## config.mk

```make
export PLATFORM = sky130hd
export DESIGN_NAME = channel_presence_detector_top
export DESIGN_NICKNAME = d
export VERILOG_FILES = /design/src/hdl/cpd_pkg.sv /design/src/hdl/channel_presence_detector_top.sv /design/src/hdl/cpd_cell.sv
export SDC_FILE = /design/constraint.sdc
export NUM_CORES = 2
export LEC_CHECK = 0
export ABC_AREA = 1
export CAP_MARGIN = 20
export CORE_MARGIN = 2
export CORE_UTILIZATION = 60
export CTS_CLUSTER_SIZE = 10
export DETAILED_ROUTE_END_ITERATION = 10
export DONT_BUFFER_PORTS = 1
export GPL_TIMING_DRIVEN = 0
export PLACE_DENSITY_LB_ADDON = 0.1
export RECOVER_POWER = 25
export SLEW_MARGIN = 20
export SYNTH_ARGS = -nofsm -noshare
export SYNTH_HDL_FRONTEND = slang
export SYNTH_HIERARCHICAL = 1
export SYNTH_SLANG_ARGS = --single-unit
```

## constraint.sdc

```tcl
create_clock -name clk -period 9.8 [get_ports clk]
set_input_delay 1.47 -clock clk [delete_from_list [all_inputs] [get_ports clk]]
set_output_delay 1.47 -clock clk [all_outputs]
set_load 0.005 [all_outputs]
```

## src/hdl/cpd_pkg.sv

```systemverilog
// cpd_pkg: shared constants, register codes and types for the channel presence detector
// no dependencies; used by cpd_cell and channel_presence_detector_top
package cpd_pkg;

  localparam int CHANNELS    = 8;
  localparam int SAMPLE_BITS = 12;

  localparam int IDX_BITS    = $clog2(CHANNELS);
  localparam int CNT_BITS    = $clog2(CHANNELS + 1);
  localparam int PEAK_BITS   = (SAMPLE_BITS > 12) ? SAMPLE_BITS : 12;

  localparam int CHAN_BITS    = 3;
  localparam int STRENGTH_BITS = 12;
  localparam int TIME_BITS    = 32;
  localparam int MASK_BITS    = 8;
  localparam int NEAREST_BITS = 3;
  localparam int MARGIN_BITS  = 12;
  localparam int HOLD_BITS    = 16;
  localparam int PERIOD_BITS  = 16;
  localparam int FLOOR_BITS   = 12;

  localparam int ADDR_BITS    = 5;
  localparam int DATA_BITS    = 32;
  localparam int REG_IDX_BITS = 3;

  localparam logic [PEAK_BITS-1:0] SAMPLE_MASK = PEAK_BITS'((1 << SAMPLE_BITS) - 1);

  // register reset values
  localparam logic [MARGIN_BITS-1:0] NEAR_MARGIN_RST  = 12'd300;
  localparam logic [HOLD_BITS-1:0]   HOLD_MS_RST      = 16'd5000;
  localparam logic                   AUTO_RESET_RST   = 1'b1;
  localparam logic [TIME_BITS-1:0]   RESET_AGE_RST    = 32'd180000;
  localparam logic [PERIOD_BITS-1:0] CHECK_PERIOD_RST = 16'd10000;
  localparam logic [FLOOR_BITS-1:0]  PEAK_FLOOR_RST   = 12'd3000;

  // register indexes
  localparam logic [REG_IDX_BITS-1:0] REG_NEAR_MARGIN  = 3'd0;
  localparam logic [REG_IDX_BITS-1:0] REG_HOLD_MS      = 3'd1;
  localparam logic [REG_IDX_BITS-1:0] REG_AUTO_RESET   = 3'd2;
  localparam logic [REG_IDX_BITS-1:0] REG_RESET_AGE    = 3'd3;
  localparam logic [REG_IDX_BITS-1:0] REG_CHECK_PERIOD = 3'd4;
  localparam logic [REG_IDX_BITS-1:0] REG_PEAK_FLOOR   = 3'd5;

  // settings each cell needs
  typedef struct packed {
    logic [MARGIN_BITS-1:0] near_margin;
    logic [HOLD_BITS-1:0]   hold_ms;
    logic [TIME_BITS-1:0]   reset_age_ms;
    logic [FLOOR_BITS-1:0]  peak_floor;
  } cfg_t;

  // the word being worked on, as seen by every cell
  typedef struct packed {
    logic                 chan_ok;
    logic [IDX_BITS-1:0]  chan;
    logic [PEAK_BITS-1:0] sample;
    logic [TIME_BITS-1:0] now_ms;
  } item_t;

  // phase strobes from the sequencer
  typedef struct packed {
    logic raise;
    logic sweep;
    logic near_upd;
  } cell_ctrl_t;

  // running best near time handed along the cell row
  typedef struct packed {
    logic [TIME_BITS-1:0] near_time;
    logic [IDX_BITS-1:0]  idx;
  } link_t;

endpackage

```

## src/hdl/channel_presence_detector_top.sv

```systemverilog
// channel_presence_detector_top: sequencer, settings registers and the row of channel cells
// depends on cpd_pkg and cpd_cell
//
//   port group   direction  handshake             contents
//   in           to block   in_valid / in_stall   channel_index, strength_sample, now_ms
//   out          from block out_valid / out_stall near_mask, nearest_channel, any_near
//   apb          to block   psel/penable/pready   settings registers at 4*index
//
// a word is taken only while the sequencer is idle, so a new word waits until the last
// result has been captured; the result is registered after the raise, near and scan phases
// the scan is the nearest-channel search, which walks the cell row one cell
// per cycle; the per-channel update itself runs as raise/sweep, then near
// rst is synchronous: peaks go to 3000, flags and near times to zero, settings to defaults
// a stalled result sits in the output register; the next word can already be taken then,
// and the row holds its finished search until the output register frees up
module channel_presence_detector_top (
  input  logic                                 clk,
  input  logic                                 rst,
  // input words
  input  logic                                 in_valid,
  output logic                                 in_stall,
  input  logic [cpd_pkg::CHAN_BITS-1:0]        channel_index,
  input  logic [cpd_pkg::STRENGTH_BITS-1:0]    strength_sample,
  input  logic [cpd_pkg::TIME_BITS-1:0]        now_ms,
  // result words
  output logic                                 out_valid,
  input  logic                                 out_stall,
  output logic [cpd_pkg::MASK_BITS-1:0]        near_mask,
  output logic [cpd_pkg::NEAREST_BITS-1:0]     nearest_channel,
  output logic                                 any_near,
  // settings port
  input  logic                                 psel,
  input  logic                                 penable,
  input  logic                                 pwrite,
  input  logic [cpd_pkg::ADDR_BITS-1:0]        paddr,
  input  logic [cpd_pkg::DATA_BITS-1:0]        pwdata,
  output logic [cpd_pkg::DATA_BITS-1:0]        prdata,
  output logic                                 pready
);

  // sequencer phases
  typedef enum logic [3:0] {
    S_IDLE  = 4'b0001,
    S_RAISE = 4'b0010,
    S_NEAR  = 4'b0100,
    S_SCAN  = 4'b1000
  } state_t;

  state_t state;
  state_t state_next;

  // settings registers
  logic [cpd_pkg::MARGIN_BITS-1:0] near_margin;
  logic [cpd_pkg::HOLD_BITS-1:0]   hold_ms;
  logic                            auto_reset_enable;
  logic [cpd_pkg::TIME_BITS-1:0]   reset_age_ms;
  logic [cpd_pkg::PERIOD_BITS-1:0] check_period_ms;
  logic [cpd_pkg::FLOOR_BITS-1:0]  peak_floor;

  logic [cpd_pkg::REG_IDX_BITS-1:0] reg_idx;
  logic                             reg_wr;

  // word under work and sweep timer
  cpd_pkg::item_t                item;
  logic [cpd_pkg::TIME_BITS-1:0] next_sweep;
  logic [cpd_pkg::TIME_BITS:0]   sweep_sum;
  logic                          sweep_due;
  logic [cpd_pkg::CNT_BITS-1:0]  scan_cnt;

  logic in_take;
  logic out_take;
  logic capture;

  cpd_pkg::cfg_t       cfg;
  cpd_pkg::cell_ctrl_t ctrl;

  // cell row
  cpd_pkg::link_t                link [cpd_pkg::CHANNELS+1];
  logic [cpd_pkg::CHANNELS-1:0]  flags;
  logic [cpd_pkg::MASK_BITS-1:0] mask_now;

  // ---------------------------------------------------------------- settings port
  assign pready  = 1'b1;
  assign reg_idx = paddr[cpd_pkg::ADDR_BITS-1:2];
  assign reg_wr  = psel && penable && pwrite && pready;

  always_ff @(posedge clk) begin
    if (rst) begin
      near_margin       <= cpd_pkg::NEAR_MARGIN_RST;
      hold_ms           <= cpd_pkg::HOLD_MS_RST;
      auto_reset_enable <= cpd_pkg::AUTO_RESET_RST;
      reset_age_ms      <= cpd_pkg::RESET_AGE_RST;
      check_period_ms   <= cpd_pkg::CHECK_PERIOD_RST;
      peak_floor        <= cpd_pkg::PEAK_FLOOR_RST;
    end else if (reg_wr) begin
      case (reg_idx)
        cpd_pkg::REG_NEAR_MARGIN:  near_margin       <= pwdata[cpd_pkg::MARGIN_BITS-1:0];
        cpd_pkg::REG_HOLD_MS:      hold_ms           <= pwdata[cpd_pkg::HOLD_BITS-1:0];
        cpd_pkg::REG_AUTO_RESET:   auto_reset_enable <= pwdata[0];
        cpd_pkg::REG_RESET_AGE:    reset_age_ms      <= pwdata[cpd_pkg::TIME_BITS-1:0];
        cpd_pkg::REG_CHECK_PERIOD: check_period_ms   <= pwdata[cpd_pkg::PERIOD_BITS-1:0];
        cpd_pkg::REG_PEAK_FLOOR:   peak_floor        <= pwdata[cpd_pkg::FLOOR_BITS-1:0];
        default: ; // unmapped index, write dropped
      endcase
    end
  end

  always_comb begin
    case (reg_idx)
      cpd_pkg::REG_NEAR_MARGIN:  prdata = cpd_pkg::DATA_BITS'(near_margin);
      cpd_pkg::REG_HOLD_MS:      prdata = cpd_pkg::DATA_BITS'(hold_ms);
      cpd_pkg::REG_AUTO_RESET:   prdata = cpd_pkg::DATA_BITS'(auto_reset_enable);
      cpd_pkg::REG_RESET_AGE:    prdata = cpd_pkg::DATA_BITS'(reset_age_ms);
      cpd_pkg::REG_CHECK_PERIOD: prdata = cpd_pkg::DATA_BITS'(check_period_ms);
      cpd_pkg::REG_PEAK_FLOOR:   prdata = cpd_pkg::DATA_BITS'(peak_floor);
      default:                   prdata = '0;
    endcase
  end

  // ---------------------------------------------------------------- input capture
  assign in_stall = (state != S_IDLE);
  assign in_take  = in_valid && !in_stall;

  always_ff @(posedge clk) begin
    if (in_take) begin
      // channel numbers past the row touch no cell
      item.chan_ok <= (32'(channel_index) < cpd_pkg::CHANNELS);
      item.chan    <= cpd_pkg::IDX_BITS'(channel_index);
      item.sample  <= cpd_pkg::PEAK_BITS'(strength_sample) & cpd_pkg::SAMPLE_MASK;
      item.now_ms  <= now_ms;
    end
  end

  // ---------------------------------------------------------------- sweep timer
  assign sweep_due = auto_reset_enable && (item.now_ms >= next_sweep);
  assign sweep_sum = {1'b0, item.now_ms} + (cpd_pkg::TIME_BITS + 1)'(check_period_ms);

  always_ff @(posedge clk) begin
    if (rst) begin
      next_sweep <= cpd_pkg::TIME_BITS'(cpd_pkg::CHECK_PERIOD_RST);
    end else if ((state == S_RAISE) && sweep_due) begin
      // saturate at the top of the time range
      next_sweep <= sweep_sum[cpd_pkg::TIME_BITS] ? '1 : sweep_sum[cpd_pkg::TIME_BITS-1:0];
    end
  end

  // ---------------------------------------------------------------- sequencer
  // scan_cnt reaching CHANNELS means the last cell holds the finished search
  assign capture = (state == S_SCAN) && (scan_cnt == cpd_pkg::CNT_BITS'(cpd_pkg::CHANNELS)) &&
                   (!out_valid || !out_stall);

  always_comb begin
    state_next = state;
    case (state)
      S_IDLE:  begin
        if (in_take) begin
          state_next = S_RAISE;
        end
      end
      S_RAISE: state_next = S_NEAR;
      S_NEAR:  state_next = S_SCAN;
      S_SCAN:  begin
        if (capture) begin
          state_next = S_IDLE;
        end
      end
      default: state_next = S_IDLE;
    endcase
  end

  always_ff @(posedge clk) begin
    if (rst) begin
      state    <= S_IDLE;
      scan_cnt <= '0;
    end else begin
      state <= state_next;
      if (state != S_SCAN) begin
        scan_cnt <= '0;
      end else if (scan_cnt != cpd_pkg::CNT_BITS'(cpd_pkg::CHANNELS)) begin
        scan_cnt <= scan_cnt + cpd_pkg::CNT_BITS'(1);
      end
    end
  end

  assign ctrl.raise    = (state == S_RAISE);
  assign ctrl.sweep    = sweep_due;
  assign ctrl.near_upd = (state == S_NEAR);

  assign cfg.near_margin  = near_margin;
  assign cfg.hold_ms      = hold_ms;
  assign cfg.reset_age_ms = reset_age_ms;
  assign cfg.peak_floor   = peak_floor;

  // ---------------------------------------------------------------- cell row
  // the search enters at cell 0 with no winner and moves one cell per cycle
  assign link[0].near_time = '0;
  assign link[0].idx       = '0;

  for (genvar c = 0; c < cpd_pkg::CHANNELS; c++) begin : g_cell
    cpd_cell u_cell (
      .clk      (clk),
      .rst      (rst),
      .cell_id  (cpd_pkg::IDX_BITS'(c)),
      .ctrl     (ctrl),
      .cfg      (cfg),
      .item     (item),
      .link_in  (link[c]),
      .link_out (link[c+1]),
      .near     (flags[c])
    );
  end

  // only the first eight channels have a mask bit
  for (genvar m = 0; m < cpd_pkg::MASK_BITS; m++) begin : g_mask
    if (m < cpd_pkg::CHANNELS) begin : g_bit
      assign mask_now[m] = flags[m];
    end else begin : g_none
      assign mask_now[m] = 1'b0;
    end
  end

  // ---------------------------------------------------------------- output register
  assign out_take = out_valid && !out_stall;

  always_ff @(posedge clk) begin
    if (rst) begin
      out_valid <= 1'b0;
    end else if (capture) begin
      out_valid <= 1'b1;
    end else if (out_take) begin
      out_valid <= 1'b0;
    end
  end

  always_ff @(posedge clk) begin
    if (capture) begin
      near_mask       <= mask_now;
      nearest_channel <= cpd_pkg::NEAREST_BITS'(link[cpd_pkg::CHANNELS].idx);
      any_near        <= |flags;
    end
  end

  // ---------------------------------------------------------------- checks
  a_take_starts_update: assert property (@(posedge clk) disable iff (rst)
    in_take |=> (state == S_RAISE))
    else $error("accepted word did not start the update phase");

  a_raise_then_near: assert property (@(posedge clk) disable iff (rst)
    (state == S_RAISE) |=> (state == S_NEAR))
    else $error("near update did not follow raise phase");

  a_result_from_scan: assert property (@(posedge clk) disable iff (rst)
    $rose(out_valid) |-> ($past(state) == S_SCAN))
    else $error("result word appeared outside the search phase");

  a_none_near_zero: assert property (@(posedge clk) disable iff (rst)
    (out_valid && !any_near) |-> (nearest_channel == '0))
    else $error("nearest channel nonzero with no channel near");

  a_timer_moves_in_raise: assert property (@(posedge clk) disable iff (rst)
    (state != S_RAISE) |=> $stable(next_sweep))
    else $error("sweep timer moved outside the raise phase");

endmodule

```

## src/hdl/cpd_cell.sv

```systemverilog
// cpd_cell: state of one receiver channel (peak, near flag, last near time)
// plus one stage of the nearest-channel search row; uses cpd_pkg types
module cpd_cell (
  input  logic                              clk,
  input  logic                              rst,
  input  logic [cpd_pkg::IDX_BITS-1:0]      cell_id,
  input  cpd_pkg::cell_ctrl_t               ctrl,
  input  cpd_pkg::cfg_t                     cfg,
  input  cpd_pkg::item_t                    item,
  input  cpd_pkg::link_t                    link_in,
  output cpd_pkg::link_t                    link_out,
  output logic                              near
);

  logic [cpd_pkg::PEAK_BITS-1:0] peak;
  logic [cpd_pkg::PEAK_BITS-1:0] peak_next;
  logic [cpd_pkg::TIME_BITS-1:0] last_near;
  logic [cpd_pkg::TIME_BITS-1:0] last_near_next;
  logic                          near_next;
  logic                          sel;
  logic                          stale;
  logic                          close;
  logic                          expired;
  logic                          better;

  assign sel = item.chan_ok && (item.chan == cell_id);

  // restore check: nonzero near time older than the reset age
  assign stale = (last_near != '0) &&
                 (({1'b0, last_near} + {1'b0, cfg.reset_age_ms}) < {1'b0, item.now_ms});

  assign close = ({1'b0, item.sample} + (cpd_pkg::PEAK_BITS + 1)'(cfg.near_margin)) >
                 {1'b0, peak};

  assign expired = ({1'b0, last_near} + (cpd_pkg::TIME_BITS + 1)'(cfg.hold_ms)) <
                   {1'b0, item.now_ms};

  always_comb begin
    peak_next      = peak;
    last_near_next = last_near;
    near_next      = near;
    if (ctrl.raise) begin
      if (sel && (item.sample > peak)) begin
        peak_next = item.sample;
      end
      if (ctrl.sweep && stale) begin
        peak_next      = cpd_pkg::PEAK_BITS'(cfg.peak_floor);
        last_near_next = '0;
      end
    end
    if (ctrl.near_upd && sel) begin
      if (close) begin
        near_next      = 1'b1;
        last_near_next = item.now_ms;
      end else if (expired) begin
        near_next = 1'b0;
      end
    end
  end

  always_ff @(posedge clk) begin
    if (rst) begin
      peak      <= cpd_pkg::PEAK_BITS'(cpd_pkg::PEAK_FLOOR_RST);
      last_near <= '0;
      near      <= 1'b0;
    end else begin
      peak      <= peak_next;
      last_near <= last_near_next;
      near      <= near_next;
    end
  end

  // strict compare keeps the lower index on ties; zero time never wins
  assign better = near && (last_near > link_in.near_time);

  always_ff @(posedge clk) begin
    if (better) begin
      link_out.near_time <= last_near;
      link_out.idx       <= cell_id;
    end else begin
      link_out <= link_in;
    end
  end

endmodule
```

==> After elaboration in Yosys (flattened, before gate mapping) <==
Index checks and enable logic that the tools add are counted.
{ "totals": {"regBits": 794, "inputBits": 91, "word_cells": 317} }
{ "op_classes": {"addsub": 19, "magnitude_cmp": 41, "n_eq_ne": 22, "n_mux": 77, "reduce_logical": 104} }
{ "ops": {"columns": ["cell", "n"], "rows": [
  ["$mux 32", 33],
  ["$lt 33x32->1", 16],
  ["$add 32x16->33", 9],
  ["$add 32x32->33", 8],
  ["$reduce_bool 32->1", 8],
  ["$gt 32x32->1", 7],
  ["$mux 35", 6],
  ["$mux 12", 16],
  ["$pmux 32 s6", 1],
  ["$gt 13x12->1", 8],
  ["$gt 12x12->1", 8],
  ["$logic_and 1x1->1", 48],
  ["$reduce_and 2->1", 23],
  ["$reduce_bool 2->1", 17],
  ["$ge 32x32->1", 1],
  ["$gt 32x1->1 const B", 1],
  ["$eq 3x3->1 const B", 6],
  ["$mux 1", 18],
  ["$pmux 4 s4", 1],
  ["$add 12x12->13", 1],
  ["$eq 3x2->1 const B", 4],
  ["$eq 4x4->1 const B", 2],
  ["$mux 4", 2],
  ["$ne 4x4->1 const B", 2],
  ["12 further kinds", 17]
]} }

==> Logic depth before layout (Yosys ltp) <==
{ "logic_depth": {"ltp_word": 8, "mapped_depth": 31, "mapped_depth_nobuf": 30} }

==> By module <==
The synthesis kept the hierarchy.
{ "modules_own_cells": {"columns": ["module", "n_inst", "cells_each", "area_each_um2", "seq_area_each_um2"], "rows": [
  ["cpd_cell (g_cell[4].u_cell ...)", 3, 1366, 9221.3, 1601.5],
  ["channel_presence_detector_top", 1, 1306, 9749.4, 4374.2],
  ["cpd_cell (g_cell[3].u_cell)", 1, 1429, 9510.4, 1601.5],
  ["cpd_cell (g_cell[2].u_cell)", 1, 1407, 9452.8, 1601.5],
  ["cpd_cell (g_cell[1].u_cell)", 1, 1400, 9397.8, 1601.5],
  ["cpd_cell (g_cell[7].u_cell)", 1, 1393, 9362.7, 1601.5],
  ["cpd_cell (g_cell[0].u_cell)", 1, 1375, 9305.2, 1601.5]
]} }

==> Worst setup path after synthesis <==
OpenSTA, ideal clock, no wires.
{ "synth_timing": {"path_kind": "input-to-reg", "start": "input in_valid", "end": "register, netlist name item[0]", "setup_time_ps": 452, "arrival_ps": 3500, "required_ps": 9348, "slack_ps": 5849, "stages": 2, "path_buffers": 0, "cell_sequence": "inv_1 nor2_1"} }
{ "synth_between": {"elab_chain_cells": 1} }
{ "synth_lines": {"columns": ["item", "line_no", "rtl"], "rows": [
  ["start: declaration", "channel_presence_detector_top.sv:20", "input logic in_valid,"],
  ["$logic_and 1x1->1", "channel_presence_detector_top.sv:122", "assign in_take = in_valid && !in_stall;"],
  ["net in_take", "channel_presence_detector_top.sv:70", "logic in_take;"]
]} }
The timed path passes the listed nets, and every way through them passes these cells.
A chain may end at the register's enable or synchronous reset.

==> Worst setup path after layout <==
{ "layout_timing": {"start": "register reset_age_ms[0] (netlist name)", "end": "register g_cell[2].u_cell/peak[3] (netlist name)"} }
{ "layout_between": {"elab_chain_cells": 6} }
{ "layout_lines": {"columns": ["item", "line_no", "rtl"], "rows": [
  ["start: declaration", "channel_presence_detector_top.sv:56", "logic [cpd_pkg::TIME_BITS-1:0] reset_age_ms;"],
  ["start signal: assignment", "channel_presence_detector_top.sv:92", "reset_age_ms <= cpd_pkg::RESET_AGE_RST;"],
  ["start signal: assignment", "channel_presence_detector_top.sv:100", "cpd_pkg::REG_RESET_AGE: reset_age_ms <= pwdata[cpd_pkg::TIME_BITS-1:0];"],
  ["$add 32x32->33 (*)", "cpd_cell.sv:30", "(({1'b0, last_near} + {1'b0, cfg.reset_age_ms}) < {1'b0, item.now_ms});"],
  ["$lt 33x32->1 (*)", "cpd_cell.sv:30", null],
  ["$logic_and 1x1->1 (*)", "cpd_cell.sv:29", "assign stale = (last_near != '0) &&"],
  ["$logic_and 1x1->1 (*)", "cpd_cell.sv:46", "if (ctrl.sweep && stale) begin"],
  ["$reduce_bool 2->1 (no line)", null, null],
  ["$reduce_and 2->1 (no line)", null, null],
  ["end signal: assignment", "cpd_cell.sv:63", "peak <= cpd_pkg::PEAK_BITS'(cpd_pkg::PEAK_FLOOR_RST);"],
  ["end signal: assignment", "cpd_cell.sv:67", "peak <= peak_next;"],
  ["end: declaration", "cpd_cell.sv:15", "logic [cpd_pkg::PEAK_BITS-1:0] peak;"]
]} }
Every way passes the cells marked *; elsewhere a longest branch is shown, timed or not.

==> flow_metrics.env <==
export IMPL_drc=1
export IMPL_fmax_mhz=177.8
export IMPL_violations="DRC, capacitance limit, slew limit"
export IMPL_rsz0062_at_grt="no"
export IMPL_cts_buffers=98
export IMPL_cp_max_fo=10
export IMPL_reg2reg_depth=28
export IMPL_grt_max_degree=34
export IMPL_slew_violations=60
export IMPL_cp_common_cell="nand2_1"
export IMPL_peakVddDrop_uv=142.0
export IMPL_status="complete, but fails checks"
export IMPL_clock_sinks=797
export IMPL_dp_cells=14340
export IMPL_rows=136
export IMPL_grt_pass1_vias=83860
export IMPL_yosysWarnings=6
export IMPL_cap_violations=3
export IMPL_cp_data_required_time_ps=10380
export IMPL_crit_path_top_delay_cell="dfxtp_2"
export IMPL_total_power_mw=8.910
export IMPL_end_kind="flop"
export IMPL_dr_pass1_iters=11
export IMPL_io_pins=138
export IMPL_port_buffers=0
export IMPL_whs_path_depth=0
export IMPL_clk_path_buf_depth=3
export IMPL_gp_congestion=1.051
export IMPL_root_buffer="clkbuf_16"
export IMPL_start_util_pct=60.59
export IMPL_antenna_found_initial=32
export IMPL_h_tree_depth=3
export IMPL_hpwl_um=293200
export IMPL_grt_pass1_wl_um=521800
export IMPL_whs_ps=403.4
export IMPL_place_area_um2=88900
export IMPL_path_clk_slew_ps=60
export IMPL_finalCriticalPeriod_ps=5624
export IMPL_crit_arrival_ps=6210
export IMPL_dieArea_um2=142200
export IMPL_fill_cells=12220
export IMPL_tns_ps=0
export IMPL_ctsResizeCount=0
export IMPL_die_x_um=377.1
export IMPL_relSlewSlack_pct=-24.98
export IMPL_startpoint_type="flop"
export IMPL_drtIter0Drc=11180
export IMPL_cts_setup_buffers=0
export IMPL_wl_um=360500
export IMPL_cts_hold_buf=0
export IMPL_vias_per_cell=6.261
export IMPL_netlist_instances=12310
export IMPL_grt_overflow=0
export IMPL_finalSetupViolCount=0
export IMPL_cts_tree="yes"
export IMPL_fin_skew_ps=59.48
export IMPL_dp_slack_ps=4393
export IMPL_area_growth_pct=10.12
export IMPL_vias=90970
export IMPL_drive_gt1_share_pct=4.813
export IMPL_final_core_util_pct=66.72
export IMPL_syn_avg_cell_area_um2=6.784
export IMPL_tightest_slew_ps=1868
export IMPL_wire_per_inst_um=24.81
export IMPL_ant_nets=0
export IMPL_stdcell_area_um2=91960
export IMPL_hold_viol=0
export IMPL_power_density_nw_per_um2=96.89
export IMPL_fp_coreArea_um2=137800
export IMPL_crit_type="reg -> reg"
export IMPL_die_y_um=377.1
export IMPL_layout_commonest_cell="nand2_1"
export IMPL_layout_nets=14230
export IMPL_crit_path_max_incr_delay_ps=540
export IMPL_p_leak_nw=47.96
export IMPL_hold_class="reg -> reg"
export IMPL_layout_setup_ws_ps=4176
export IMPL_final_cells=14530
export IMPL_synth_area_um2=83510
export IMPL_period_share_pct=57.39
export IMPL_grtUsageTotal_pct=49.19
export IMPL_insertion_delay_ps=770
export IMPL_layout_common_cells="nand2_1 (2783), inv_1 (1677), ha_1 (1474)"
## final timing paths
path                                 from  slack, ps                       end
min reg2reg  g_cell[7].u_cell/link_out[2]        400        nearest_channel[2]
max                       reset_age_ms[0]       4180  g_cell[2].u_cell/peak[3]
min          g_cell[7].u_cell/link_out[2]        400        nearest_channel[2]
max reg2reg               reset_age_ms[0]       4180  g_cell[2].u_cell/peak[3]
## registers in the layout, summed over array words and instances (netlist names)
signal / count
reset_age_ms: 32
state: 4
g_cell.u_cell/peak: 96
nearest_channel: 3
auto_reset_enable: 1
scan_cnt: 4
next_sweep: 32
g_cell.u_cell/last_near: 256
peak_floor: 12
check_period_ms: 16
near_margin: 12
out_valid: 1
g_cell.u_cell/near: 8
item: 47
near_mask: 8
g_cell.u_cell/link_out: 248
hold_ms: 16
any_near: 1
## worst max-delay path, delay by kind of cell (launching register included)
kind                     cells  cell delay, ps
buffers and inverters        4             700
AND/OR/NAND/NOR             12            1650
flip-flops                   1             540
XOR/XNOR                     1             190
adder cells (fa/ha/maj)      3             870
AO/OA/AOI/OAI                8            1440
## where the power goes
| part | internal [mW] | switching [mW] |
|---|---|---|
| clock | 2.04 | 1.54 |
| sequential | 3.37 | 0.164 |
| combinational | 0.609 | 1.18 |
## per-layer routing
layer  wire length [um]  global-route usage [%]  part of all wire [%]
met1             130800                   57.93                    36
met2             140900                   70.40                    39
met3              45410                   14.21                    13
met4              43270                   48.45                    12
met5                139                       0                 0.039
## layout make-up
class / instances / area [um^2] / share of cell area (%)
Antenna cell: 41 / 102.6 / 0.1116
Multi-Input combinational cell: 9644 / 59460 / 64.66
Tap cell: 1794 / 2245 / 2.441
Buffer: 278 / 1478 / 1.607
Clock buffer: 130 / 2683 / 2.917
Clock inverter: 22 / 401.6 / 0.4368
Inverter: 1687 / 6334 / 6.887
Sequential cell: 797 / 16610 / 18.06
Timing Repair Buffer: 136 / 2649 / 2.880
Power figures use the tool's default switching activity.
